==> config.mk <==
export PLATFORM = sky130hd
export DESIGN_NAME = ogg_page_header_parser_flat
export DESIGN_NICKNAME = d
export VERILOG_FILES = /design/src/ogg_pkg.sv /design/src/ogg_ifs.sv /design/src/ogg_in_stage.sv /design/src/ogg_parse.sv /design/src/ogg_out_stage.sv /design/src/ogg_page_header_parser.sv /design/src/flat_wrapper.sv
export SDC_FILE = /design/constraint.sdc
export NUM_CORES = 1
export LEC_CHECK = 0
export ABC_CLOCK_PERIOD_IN_PS = 20300
export BUFFER_PORTS_ARGS = -buffer_cell sky130_fd_sc_hd__buf_4
export CAP_MARGIN = 30
export CORE_MARGIN = 3
export CORE_UTILIZATION = 50
export CTS_CLUSTER_DIAMETER = 30
export DETAILED_ROUTE_END_ITERATION = 8
export PLACE_DENSITY = 0.7
export SLEW_MARGIN = 20
export SYNTH_ARGS = -nofsm -noshare
export SYNTH_HDL_FRONTEND = slang
export SYNTH_SLANG_ARGS = --single-unit
==> constraint.sdc <==
create_clock -name clk -period 20.3 [get_ports clk]
set_input_delay 2.03 -clock clk [delete_from_list [all_inputs] [get_ports clk]]
set_output_delay 2.03 -clock clk [all_outputs]
set_load 0.02 [all_outputs]
==> src/ogg_pkg.sv <==
// ---------------------------------------------------------------------------
// ogg_pkg: shared types and constants for the Ogg page header parser
// Byte kinds, parse phases, header byte offsets and the result word layout.
// ---------------------------------------------------------------------------
package ogg_pkg;

  // Header is bytes 0..26; byte 26 holds the lacing count
  localparam logic [4:0] HDR_VERSION  = 5'd4;
  localparam logic [4:0] HDR_TYPE     = 5'd5;
  localparam logic [4:0] HDR_GRANULE  = 5'd6;
  localparam logic [4:0] HDR_SERIAL   = 5'd14;
  localparam logic [4:0] HDR_SEQUENCE = 5'd18;
  localparam logic [4:0] HDR_CHECKSUM = 5'd22;
  localparam logic [4:0] HDR_LAST     = 5'd26;

  typedef enum logic [1:0] {
    KIND_HEADER  = 2'd0,
    KIND_LACING  = 2'd1,
    KIND_PAYLOAD = 2'd2,
    KIND_ERROR   = 2'd3
  } kind_t;

  typedef enum logic [1:0] {
    PH_HEADER  = 2'd0,
    PH_LACING  = 2'd1,
    PH_PAYLOAD = 2'd2
  } phase_t;

  // One result word, as handed from the parser to the output register
  typedef struct packed {
    kind_t              byte_kind;
    logic [7:0]         payload_data;
    logic               header_valid;
    logic [7:0]         page_flags;
    logic signed [63:0] granule_position;
    logic [31:0]        stream_serial;
    logic [31:0]        page_sequence;
    logic [31:0]        page_checksum;
    logic [7:0]         lacing_count;
    logic [15:0]        payload_size;
    logic               page_end;
  } result_t;

  // Capture pattern "OggS"
  function automatic logic [7:0] capture_byte(input logic [1:0] idx);
    logic [7:0] val;
    unique case (idx)
      2'd0:    val = 8'h4F;
      2'd1:    val = 8'h67;
      2'd2:    val = 8'h67;
      default: val = 8'h53;
    endcase
    return val;
  endfunction

endpackage

==> src/ogg_ifs.sv <==
// ---------------------------------------------------------------------------
// ogg_ifs: stream channels of the Ogg page header parser
// Byte input channel and tagged result channel, valid/ready handshake.
// ---------------------------------------------------------------------------
interface ogg_in_if;
  logic       valid;
  logic       ready;
  logic [7:0] stream_byte;

  modport source (output valid, output stream_byte, input ready);
  modport sink   (input valid, input stream_byte, output ready);
endinterface

interface ogg_out_if;
  logic               valid;
  logic               ready;
  logic [1:0]         byte_kind;
  logic [7:0]         payload_data;
  logic               header_valid;
  logic [7:0]         page_flags;
  logic signed [63:0] granule_position;
  logic [31:0]        stream_serial;
  logic [31:0]        page_sequence;
  logic [31:0]        page_checksum;
  logic [7:0]         lacing_count;
  logic [15:0]        payload_size;
  logic               page_end;

  modport source (
    output valid, input ready,
    output byte_kind, output payload_data, output header_valid, output page_flags,
    output granule_position, output stream_serial, output page_sequence,
    output page_checksum, output lacing_count, output payload_size, output page_end
  );
  modport sink (
    input valid, output ready,
    input byte_kind, input payload_data, input header_valid, input page_flags,
    input granule_position, input stream_serial, input page_sequence,
    input page_checksum, input lacing_count, input payload_size, input page_end
  );
endinterface

==> src/ogg_in_stage.sv <==
// ---------------------------------------------------------------------------
// ogg_in_stage: input register
// Holds one stream word; refills in the same cycle the held word moves on.
// ---------------------------------------------------------------------------
module ogg_in_stage (
  input  logic        clk,
  input  logic        rst_n,
  ogg_in_if.sink      in_ch,
  input  logic        take,
  output logic        held_valid,
  output logic [7:0]  held_byte
);

  logic       valid_r, valid_nxt;
  logic [7:0] byte_r;
  logic       load;

  // Accept when empty or when the held word leaves this cycle
  assign in_ch.ready = !valid_r || take;
  assign load        = in_ch.valid && in_ch.ready;
  assign valid_nxt   = load ? 1'b1 : (take ? 1'b0 : valid_r);

  always_ff @(posedge clk) begin
    if (!rst_n) begin
      valid_r <= 1'b0;
    end else begin
      valid_r <= valid_nxt;
    end
  end

  always_ff @(posedge clk) begin
    if (load) begin
      byte_r <= in_ch.stream_byte;
    end
  end

  assign held_valid = valid_r;
  assign held_byte  = byte_r;

endmodule

==> src/ogg_parse.sv <==
// ---------------------------------------------------------------------------
// ogg_parse: page parse state and per-byte tagging
// Tracks header/lacing/payload phase, collects header fields and sizes.
// ---------------------------------------------------------------------------
module ogg_parse (
  input  logic             clk,
  input  logic             rst_n,
  input  logic             fire,
  input  logic [7:0]       in_byte,
  output ogg_pkg::result_t res
);

  ogg_pkg::phase_t phase_r, phase_nxt;
  logic [4:0]      idx_r, idx_nxt;
  logic            pat_r, pat_nxt;
  logic [7:0]      type_r, type_nxt;
  logic [63:0]     gran_r, gran_nxt;
  logic [31:0]     serial_r, serial_nxt;
  logic [31:0]     seq_r, seq_nxt;
  logic [31:0]     csum_r, csum_nxt;
  logic [7:0]      ltot_r, ltot_nxt;
  logic [7:0]      lleft_r, lleft_nxt;
  logic [16:0]     psum_r, psum_nxt;
  logic [16:0]     pleft_r, pleft_nxt;

  ogg_pkg::kind_t  kind;
  logic [7:0]      data;
  logic            hvalid;
  logic            pend;
  logic [4:0]      goff, soff, qoff, coff;

  // Byte offsets within the multi-byte header fields
  assign goff = idx_r - ogg_pkg::HDR_GRANULE;
  assign soff = idx_r - ogg_pkg::HDR_SERIAL;
  assign qoff = idx_r - ogg_pkg::HDR_SEQUENCE;
  assign coff = idx_r - ogg_pkg::HDR_CHECKSUM;

  // Next state and result for the current byte
  always_comb begin
    phase_nxt  = phase_r;
    idx_nxt    = idx_r;
    pat_nxt    = pat_r;
    type_nxt   = type_r;
    gran_nxt   = gran_r;
    serial_nxt = serial_r;
    seq_nxt    = seq_r;
    csum_nxt   = csum_r;
    ltot_nxt   = ltot_r;
    lleft_nxt  = lleft_r;
    psum_nxt   = psum_r;
    pleft_nxt  = pleft_r;
    kind       = ogg_pkg::KIND_HEADER;
    data       = 8'd0;
    hvalid     = 1'b0;
    pend       = 1'b0;

    unique case (phase_r)
      ogg_pkg::PH_LACING: begin
        kind      = ogg_pkg::KIND_LACING;
        psum_nxt  = psum_r + {9'd0, in_byte};
        lleft_nxt = lleft_r - 8'd1;
        if (lleft_nxt == 8'd0) begin
          if (psum_nxt == 17'd0) begin
            pend      = 1'b1;
            phase_nxt = ogg_pkg::PH_HEADER;
            idx_nxt   = 5'd0;
            pat_nxt   = 1'b1;
          end else begin
            pleft_nxt = psum_nxt;
            phase_nxt = ogg_pkg::PH_PAYLOAD;
          end
        end
      end
      ogg_pkg::PH_PAYLOAD: begin
        kind      = ogg_pkg::KIND_PAYLOAD;
        data      = in_byte;
        pleft_nxt = pleft_r - 17'd1;
        if (pleft_nxt == 17'd0) begin
          pend      = 1'b1;
          phase_nxt = ogg_pkg::PH_HEADER;
          idx_nxt   = 5'd0;
          pat_nxt   = 1'b1;
        end
      end
      default: begin
        // Header byte: check the capture pattern and version, or store the field this offset belongs to
        priority if (idx_r < ogg_pkg::HDR_VERSION) begin
          if (in_byte != ogg_pkg::capture_byte(idx_r[1:0])) pat_nxt = 1'b0;
        end else if (idx_r == ogg_pkg::HDR_VERSION) begin
          if (in_byte != 8'd0) pat_nxt = 1'b0;
        end else if (idx_r == ogg_pkg::HDR_TYPE) begin
          type_nxt = in_byte;
        end else if (idx_r < ogg_pkg::HDR_SERIAL) begin
          gran_nxt[{goff[2:0], 3'b000} +: 8] = in_byte;
        end else if (idx_r < ogg_pkg::HDR_SEQUENCE) begin
          serial_nxt[{soff[1:0], 3'b000} +: 8] = in_byte;
        end else if (idx_r < ogg_pkg::HDR_CHECKSUM) begin
          seq_nxt[{qoff[1:0], 3'b000} +: 8] = in_byte;
        end else if (idx_r < ogg_pkg::HDR_LAST) begin
          csum_nxt[{coff[1:0], 3'b000} +: 8] = in_byte;
        end else begin
        end

        // Last header byte: check, then open the segment table
        if (idx_r >= ogg_pkg::HDR_LAST) begin
          ltot_nxt  = in_byte;
          psum_nxt  = 17'd0;
          pleft_nxt = 17'd0;
          idx_nxt   = 5'd0;
          pat_nxt   = 1'b1;
          if (!pat_r) begin
            kind      = ogg_pkg::KIND_ERROR;
            lleft_nxt = 8'd0;
            phase_nxt = ogg_pkg::PH_HEADER;
          end else begin
            hvalid    = 1'b1;
            lleft_nxt = in_byte;
            if (in_byte == 8'd0) begin
              pend      = 1'b1;
              phase_nxt = ogg_pkg::PH_HEADER;
            end else begin
              phase_nxt = ogg_pkg::PH_LACING;
            end
          end
        end else begin
          phase_nxt = ogg_pkg::PH_HEADER;
          idx_nxt   = idx_r + 5'd1;
        end
      end
    endcase
  end

  // Result word reflects the held fields after this byte's update
  always_comb begin
    res.byte_kind        = kind;
    res.payload_data     = data;
    res.header_valid     = hvalid;
    res.page_flags       = type_nxt;
    res.granule_position = gran_nxt;
    res.stream_serial    = serial_nxt;
    res.page_sequence    = seq_nxt;
    res.page_checksum    = csum_nxt;
    res.lacing_count     = ltot_nxt;
    res.payload_size     = psum_nxt[15:0];
    res.page_end         = pend;
  end

  // State registers
  always_ff @(posedge clk) begin
    if (!rst_n) begin
      phase_r  <= ogg_pkg::PH_HEADER;
      idx_r    <= 5'd0;
      pat_r    <= 1'b1;
      type_r   <= 8'd0;
      gran_r   <= 64'd0;
      serial_r <= 32'd0;
      seq_r    <= 32'd0;
      csum_r   <= 32'd0;
      ltot_r   <= 8'd0;
      lleft_r  <= 8'd0;
      psum_r   <= 17'd0;
      pleft_r  <= 17'd0;
    end else if (fire) begin
      phase_r  <= phase_nxt;
      idx_r    <= idx_nxt;
      pat_r    <= pat_nxt;
      type_r   <= type_nxt;
      gran_r   <= gran_nxt;
      serial_r <= serial_nxt;
      seq_r    <= seq_nxt;
      csum_r   <= csum_nxt;
      ltot_r   <= ltot_nxt;
      lleft_r  <= lleft_nxt;
      psum_r   <= psum_nxt;
      pleft_r  <= pleft_nxt;
    end
  end

  // Checks
  a_valid_is_header: assert property (@(posedge clk) disable iff (!rst_n)
    fire && res.header_valid |-> res.byte_kind == ogg_pkg::KIND_HEADER)
    else $error("header_valid on a non-header word");

  a_error_no_end: assert property (@(posedge clk) disable iff (!rst_n)
    fire && res.byte_kind == ogg_pkg::KIND_ERROR |-> !res.page_end)
    else $error("page end flagged on a header error");

  a_payload_left: assert property (@(posedge clk) disable iff (!rst_n)
    phase_r == ogg_pkg::PH_PAYLOAD |-> pleft_r != 17'd0)
    else $error("payload phase with nothing left");

  a_lacing_left: assert property (@(posedge clk) disable iff (!rst_n)
    phase_r == ogg_pkg::PH_LACING |-> lleft_r != 8'd0)
    else $error("lacing phase with no lacing bytes left");

  a_end_restart: assert property (@(posedge clk) disable iff (!rst_n)
    fire && res.page_end |=> phase_r == ogg_pkg::PH_HEADER && idx_r == 5'd0)
    else $error("parser did not restart after page end");

endmodule

==> src/ogg_out_stage.sv <==
// ---------------------------------------------------------------------------
// ogg_out_stage: result register
// Holds one result word until the sink takes it; reloads in the same cycle.
// ---------------------------------------------------------------------------
module ogg_out_stage (
  input  logic             clk,
  input  logic             rst_n,
  input  logic             fire,
  input  ogg_pkg::result_t res,
  output logic             can_load,
  ogg_out_if.source        out_ch
);

  logic             valid_r, valid_nxt;
  ogg_pkg::result_t res_r;

  // Room when empty or when the held word is taken this cycle
  assign can_load  = !valid_r || out_ch.ready;
  assign valid_nxt = fire ? 1'b1 : (out_ch.ready ? 1'b0 : valid_r);

  always_ff @(posedge clk) begin
    if (!rst_n) begin
      valid_r <= 1'b0;
    end else begin
      valid_r <= valid_nxt;
    end
  end

  always_ff @(posedge clk) begin
    if (fire) begin
      res_r <= res;
    end
  end

  // Drive the result channel
  assign out_ch.valid            = valid_r;
  assign out_ch.byte_kind        = res_r.byte_kind;
  assign out_ch.payload_data     = res_r.payload_data;
  assign out_ch.header_valid     = res_r.header_valid;
  assign out_ch.page_flags       = res_r.page_flags;
  assign out_ch.granule_position = res_r.granule_position;
  assign out_ch.stream_serial    = res_r.stream_serial;
  assign out_ch.page_sequence    = res_r.page_sequence;
  assign out_ch.page_checksum    = res_r.page_checksum;
  assign out_ch.lacing_count     = res_r.lacing_count;
  assign out_ch.payload_size     = res_r.payload_size;
  assign out_ch.page_end         = res_r.page_end;

endmodule

==> src/ogg_page_header_parser.sv <==
// A byte passes the input register, parse logic and result register in order.
// Throughput: one byte per clock while the result channel is ready.
// Ready falls only while both the input and result registers hold words.
// Reset (synchronous, rst_n low): expects header byte 0, held fields zero,
// both registers empty.
// ---------------------------------------------------------------------------
// ogg_page_header_parser: Ogg page header parser top level
// Tags each stream word as header, lacing, payload or error and reports page fields.
// ---------------------------------------------------------------------------
module ogg_page_header_parser (
  input  logic      clk,
  input  logic      rst_n,
  ogg_in_if.sink    in_ch,
  ogg_out_if.source out_ch
);

  logic             held_valid;
  logic [7:0]       held_byte;
  logic             can_load;
  logic             fire;
  ogg_pkg::result_t res;

  // A held byte is parsed when the result register has room
  assign fire = held_valid && can_load;

  ogg_in_stage u_in (
    .clk        (clk),
    .rst_n      (rst_n),
    .in_ch      (in_ch),
    .take       (fire),
    .held_valid (held_valid),
    .held_byte  (held_byte)
  );

  ogg_parse u_parse (
    .clk     (clk),
    .rst_n   (rst_n),
    .fire    (fire),
    .in_byte (held_byte),
    .res     (res)
  );

  ogg_out_stage u_out (
    .clk      (clk),
    .rst_n    (rst_n),
    .fire     (fire),
    .res      (res),
    .can_load (can_load),
    .out_ch   (out_ch)
  );

endmodule

==> src/flat_wrapper.sv <==
// flat-port wrapper written by rule: the top's interface ports become plain ports
module ogg_page_header_parser_flat 
  (clk, rst_n, in_ch_valid, in_ch_stream_byte, in_ch_ready, out_ch_valid, out_ch_ready, out_ch_byte_kind, out_ch_payload_data, out_ch_header_valid, out_ch_page_flags, out_ch_granule_position, out_ch_stream_serial, out_ch_page_sequence, out_ch_page_checksum, out_ch_lacing_count, out_ch_payload_size, out_ch_page_end);
  ogg_in_if in_ch_i ();
  ogg_out_if out_ch_i ();
  input  logic clk;
  input  logic rst_n;
  input wire logic [$bits(in_ch_i.valid)-1:0] in_ch_valid;
  input wire logic [$bits(in_ch_i.stream_byte)-1:0] in_ch_stream_byte;
  output wire logic [$bits(in_ch_i.ready)-1:0] in_ch_ready;
  output wire logic [$bits(out_ch_i.valid)-1:0] out_ch_valid;
  input wire logic [$bits(out_ch_i.ready)-1:0] out_ch_ready;
  output wire logic [$bits(out_ch_i.byte_kind)-1:0] out_ch_byte_kind;
  output wire logic [$bits(out_ch_i.payload_data)-1:0] out_ch_payload_data;
  output wire logic [$bits(out_ch_i.header_valid)-1:0] out_ch_header_valid;
  output wire logic [$bits(out_ch_i.page_flags)-1:0] out_ch_page_flags;
  output wire logic [$bits(out_ch_i.granule_position)-1:0] out_ch_granule_position;
  output wire logic [$bits(out_ch_i.stream_serial)-1:0] out_ch_stream_serial;
  output wire logic [$bits(out_ch_i.page_sequence)-1:0] out_ch_page_sequence;
  output wire logic [$bits(out_ch_i.page_checksum)-1:0] out_ch_page_checksum;
  output wire logic [$bits(out_ch_i.lacing_count)-1:0] out_ch_lacing_count;
  output wire logic [$bits(out_ch_i.payload_size)-1:0] out_ch_payload_size;
  output wire logic [$bits(out_ch_i.page_end)-1:0] out_ch_page_end;
  assign in_ch_i.valid = in_ch_valid;
  assign in_ch_i.stream_byte = in_ch_stream_byte;
  assign in_ch_ready = in_ch_i.ready;
  assign out_ch_valid = out_ch_i.valid;
  assign out_ch_i.ready = out_ch_ready;
  assign out_ch_byte_kind = out_ch_i.byte_kind;
  assign out_ch_payload_data = out_ch_i.payload_data;
  assign out_ch_header_valid = out_ch_i.header_valid;
  assign out_ch_page_flags = out_ch_i.page_flags;
  assign out_ch_granule_position = out_ch_i.granule_position;
  assign out_ch_stream_serial = out_ch_i.stream_serial;
  assign out_ch_page_sequence = out_ch_i.page_sequence;
  assign out_ch_page_checksum = out_ch_i.page_checksum;
  assign out_ch_lacing_count = out_ch_i.lacing_count;
  assign out_ch_payload_size = out_ch_i.payload_size;
  assign out_ch_page_end = out_ch_i.page_end;
  ogg_page_header_parser u_core (.clk(clk), .rst_n(rst_n), .in_ch(in_ch_i), .out_ch(out_ch_i));
endmodule
==> impl_metrics.tcl <==
set metrics [dict create \
    status "completed" \
    yosys_warnings 0 \
    antenna_found_initial 0 \
    clk_pin_slew_ns 0.05 \
    worstSkewPairLatency_ns 0.58 \
    cts_sinks 440 \
    fin_worst_skew_ns 0.02499 \
    cp-end-kind "register" \
    crit_family "buffers and inverters" \
    numPortBuffers 217 \
    num_antenna_cells 0 \
    start_util_pct 50.93 \
    grt_pass1_vias 14592 \
    yosys_most_used_dff "dfxtp_1" \
    ant_nets 0 \
    rsz0062_at_grt "false" \
    peakVddDrop_mv 0.06034 \
    post_drt_wl_per_cell_um 19.04 \
    wirelength_um 50780 \
    drv.max_cap_violation_count 0 \
    drive_gt1_share_pct 24.21 \
    slew_viol_final 0 \
    cts_tree "built" \
    arrival_ns 5.41 \
    min_path_type "reg -> reg" \
    via_per_inst 5.671 \
    ios 218 \
    synth_cell_type_count 72 \
    htree_num_levels 3 \
    core_area_um2 37840 \
    async_flop_share_pct 0 \
    post-cts-setup-buffer-count 0 \
    finalWeightedCongestion 0.8788 \
    dp.cells 2514 \
    synth_area_per_cell_um2 10.13 \
    yosysTopAreaCell "edfxtp_1" \
    fin_nets 2128 \
    finalNonFillerCells 2667 \
    ys_seq_area_share_pct 56.72 \
    cts_root_buffer "clkbuf_16" \
    finalSetupTns_ns 0 \
    max_slew_margin_pct 33.09 \
    first_iter_violations 1121 \
    cts_made_buffers 81 \
    synth_area_leaders "edfxtp_1 33%, dfxtp_1 24%, nand2_1 7.5%, mux2_2 7.2%, a21oi_1 3.9%" \
    fin_total_pwr_mw 2.498 \
    die_area_um2 40940 \
    fin_crit_sh_pct 24.19 \
    cp_common_cell "buf_4" \
    drtPass1Iterations 5 \
    synth_top_area_share_pct 33.03 \
    hold_buffers 0 \
    worst_pin_slew_ns 1.004 \
    crit_fanout 124 \
    syn_inst 1903 \
    cp.required_ns 20.79 \
    dpl_cell_area_um2 21190 \
    slowest_stage "buf_4" \
    syn_area_um2 19270 \
    drc 0 \
    grt.overflow.total 0 \
    p_leak_nw 9.538 \
    synth_fp_nets 1942 \
    grt_use_total_pct 24.10 \
    powerDensity_nw_per_um2 103.9 \
    finalHoldViolations 0 \
    critPathBufInv 4 \
    rows 71 \
    crit_type "in -> reg" \
    dieHeight_um 202.3 \
    num_vias 15125 \
    grt_max_degree 125 \
    synth.most_common_cell "nand2_1" \
    areaGrowthSynthToFinish_pct 24.72 \
    synth_edf_count 212 \
    fillers 3036 \
    clk_path_buf_depth 3 \
    finalSetupViolCount 0 \
    dp_hpwl_um 31830 \
    grt_pass1_wl_um 79050 \
    synth_common_cells "386 x nand2_1, 228 x dfxtp_1, 212 x edfxtp_1" \
    synth-seq-cells 440 \
    crit_path_start_kind "input pin" \
    cts-resized-gates 0 \
    die_w_um 202.3 \
    cp_cell_sequence "buf_4 -> nor2b_1 -> nand2b_4 -> inv_8 -> buf_4 -> buf_4 -> nand2_1 -> a21oi_1" \
    worst_path_largest_cell_delay_ns 0.88 \
    fmaxAchievable_ghz 0.2036 \
    final_cell_area_um2 24040 \
    finalCriticalPeriod_ns 4.911 \
]
where the power goes:
group	switching [mW]	internal (mW)	total, mW
logic	0.101	0.0526	0.154
registers	0.0198	0.964	0.984
clock network	0.468	0.893	1.36
area by class of cell:
cell class / count / area [um^2] / area share [%]
repair buffers: 235 / 1824 / 7.589
clock buffers: 92 / 2131 / 8.865
flip-flops and latches: 440 / 10930 / 45.47
inverters: 32 / 132.6 / 0.5518
well taps: 511 / 639.4 / 2.660
multi-input cells: 1299 / 7716 / 32.10
clock inverters: 58 / 663.1 / 2.759
cell families after synthesis:
kind of cell | share of synthesized area (%)
adders and majority gates | 1.792
DFF | 56.72
xor gates and xnor gates | 1.136
muxes | 7.401
buffers and inverters | 3.285
AOI/OAI and AO/OA | 11.47
and+or+nand+nor | 18.20
state kept, by name, summed over array words and instances (netlist names), 16 cells and up:
register and flops:
u_core.u_out.out_ch.granule_position 64, u_core.u_out.out_ch.page_checksum 32, u_core.u_out.out_ch.page_sequence 32, u_core.u_out.out_ch.payload_size 16, u_core.u_out.out_ch.stream_serial 32, u_core.u_parse.csum_r 32, u_core.u_parse.gran_r 64, u_core.u_parse.pleft_r 17
u_core.u_parse.psum_r 17, u_core.u_parse.seq_r 32, u_core.u_parse.serial_r 32
cell usage in the layout, fill, tap and decap left out, types with 21 or more instances in the layout:
cell,count
a21oi_1,152
a311oi_1,21
buf_4,231
clkbuf_16,83
dfxtp_1,228
edfxtp_1,212
ha_1,26
inv_1,30
mux2_2,124
nand2_1,386
nand2b_1,58
nand3_1,23
nand4_1,26
nor2_1,150
nor3_1,43
o211a_1,37
o21ai_0,54
worst reg2reg max path, cell delays in order, from the launching register on:
cell,delay [ns]
dfxtp_1,0.70
inv_1,0.32
ha_1,0.52
nor4b_1,0.35
a21oi_1,0.07
nor3b_1,0.28
o21ai_1,0.13
nor2_1,0.62
nor4bb_1,0.39
buf_4,0.23
mux2_2,0.39
o211a_1,0.21
per-stage QoR:
stage | hold slack, ns | utilization [%] | setup WS [ns]
final | 0.4496 | 63.52 | 15.39
after global routing | 0.4663 | 63.52 | 15.20
after CTS | 0.4504 | 63.37 | 15.43
after detailed placement | 0.4428 | 55.99 | 14.81
after global placement | 0.4377 | 55.88 | 14.96
after floorplan | 0.4329 | - | 11.29
metal layers:
layer	track usage, %	share of wire [%]	up-vias
met3	5.492	7.7	96
met2	37.26	45	597
li1	-	-	7118
met1	33.22	44	7314
met5	0	0	-
met4	9.329	2.9	0
path summary, 6_finish.rpt:
check | from | endpoint | slack [ns] | cells after the start
worst max-delay path | out_ch_ready | u_core.u_parse.serial_r[11] | 15.39 | 8
worst min-delay path | u_core.u_parse.serial_r[9] | u_core.u_parse.serial_r[9] | 0.45 | 2
worst max register to register | u_core.u_parse.idx_r[0] | u_core.u_parse.gran_r[33] | 15.97 | 11
worst min register to register | u_core.u_parse.serial_r[9] | u_core.u_parse.serial_r[9] | 0.45 | 2
(Power assumes the default switching activity.)
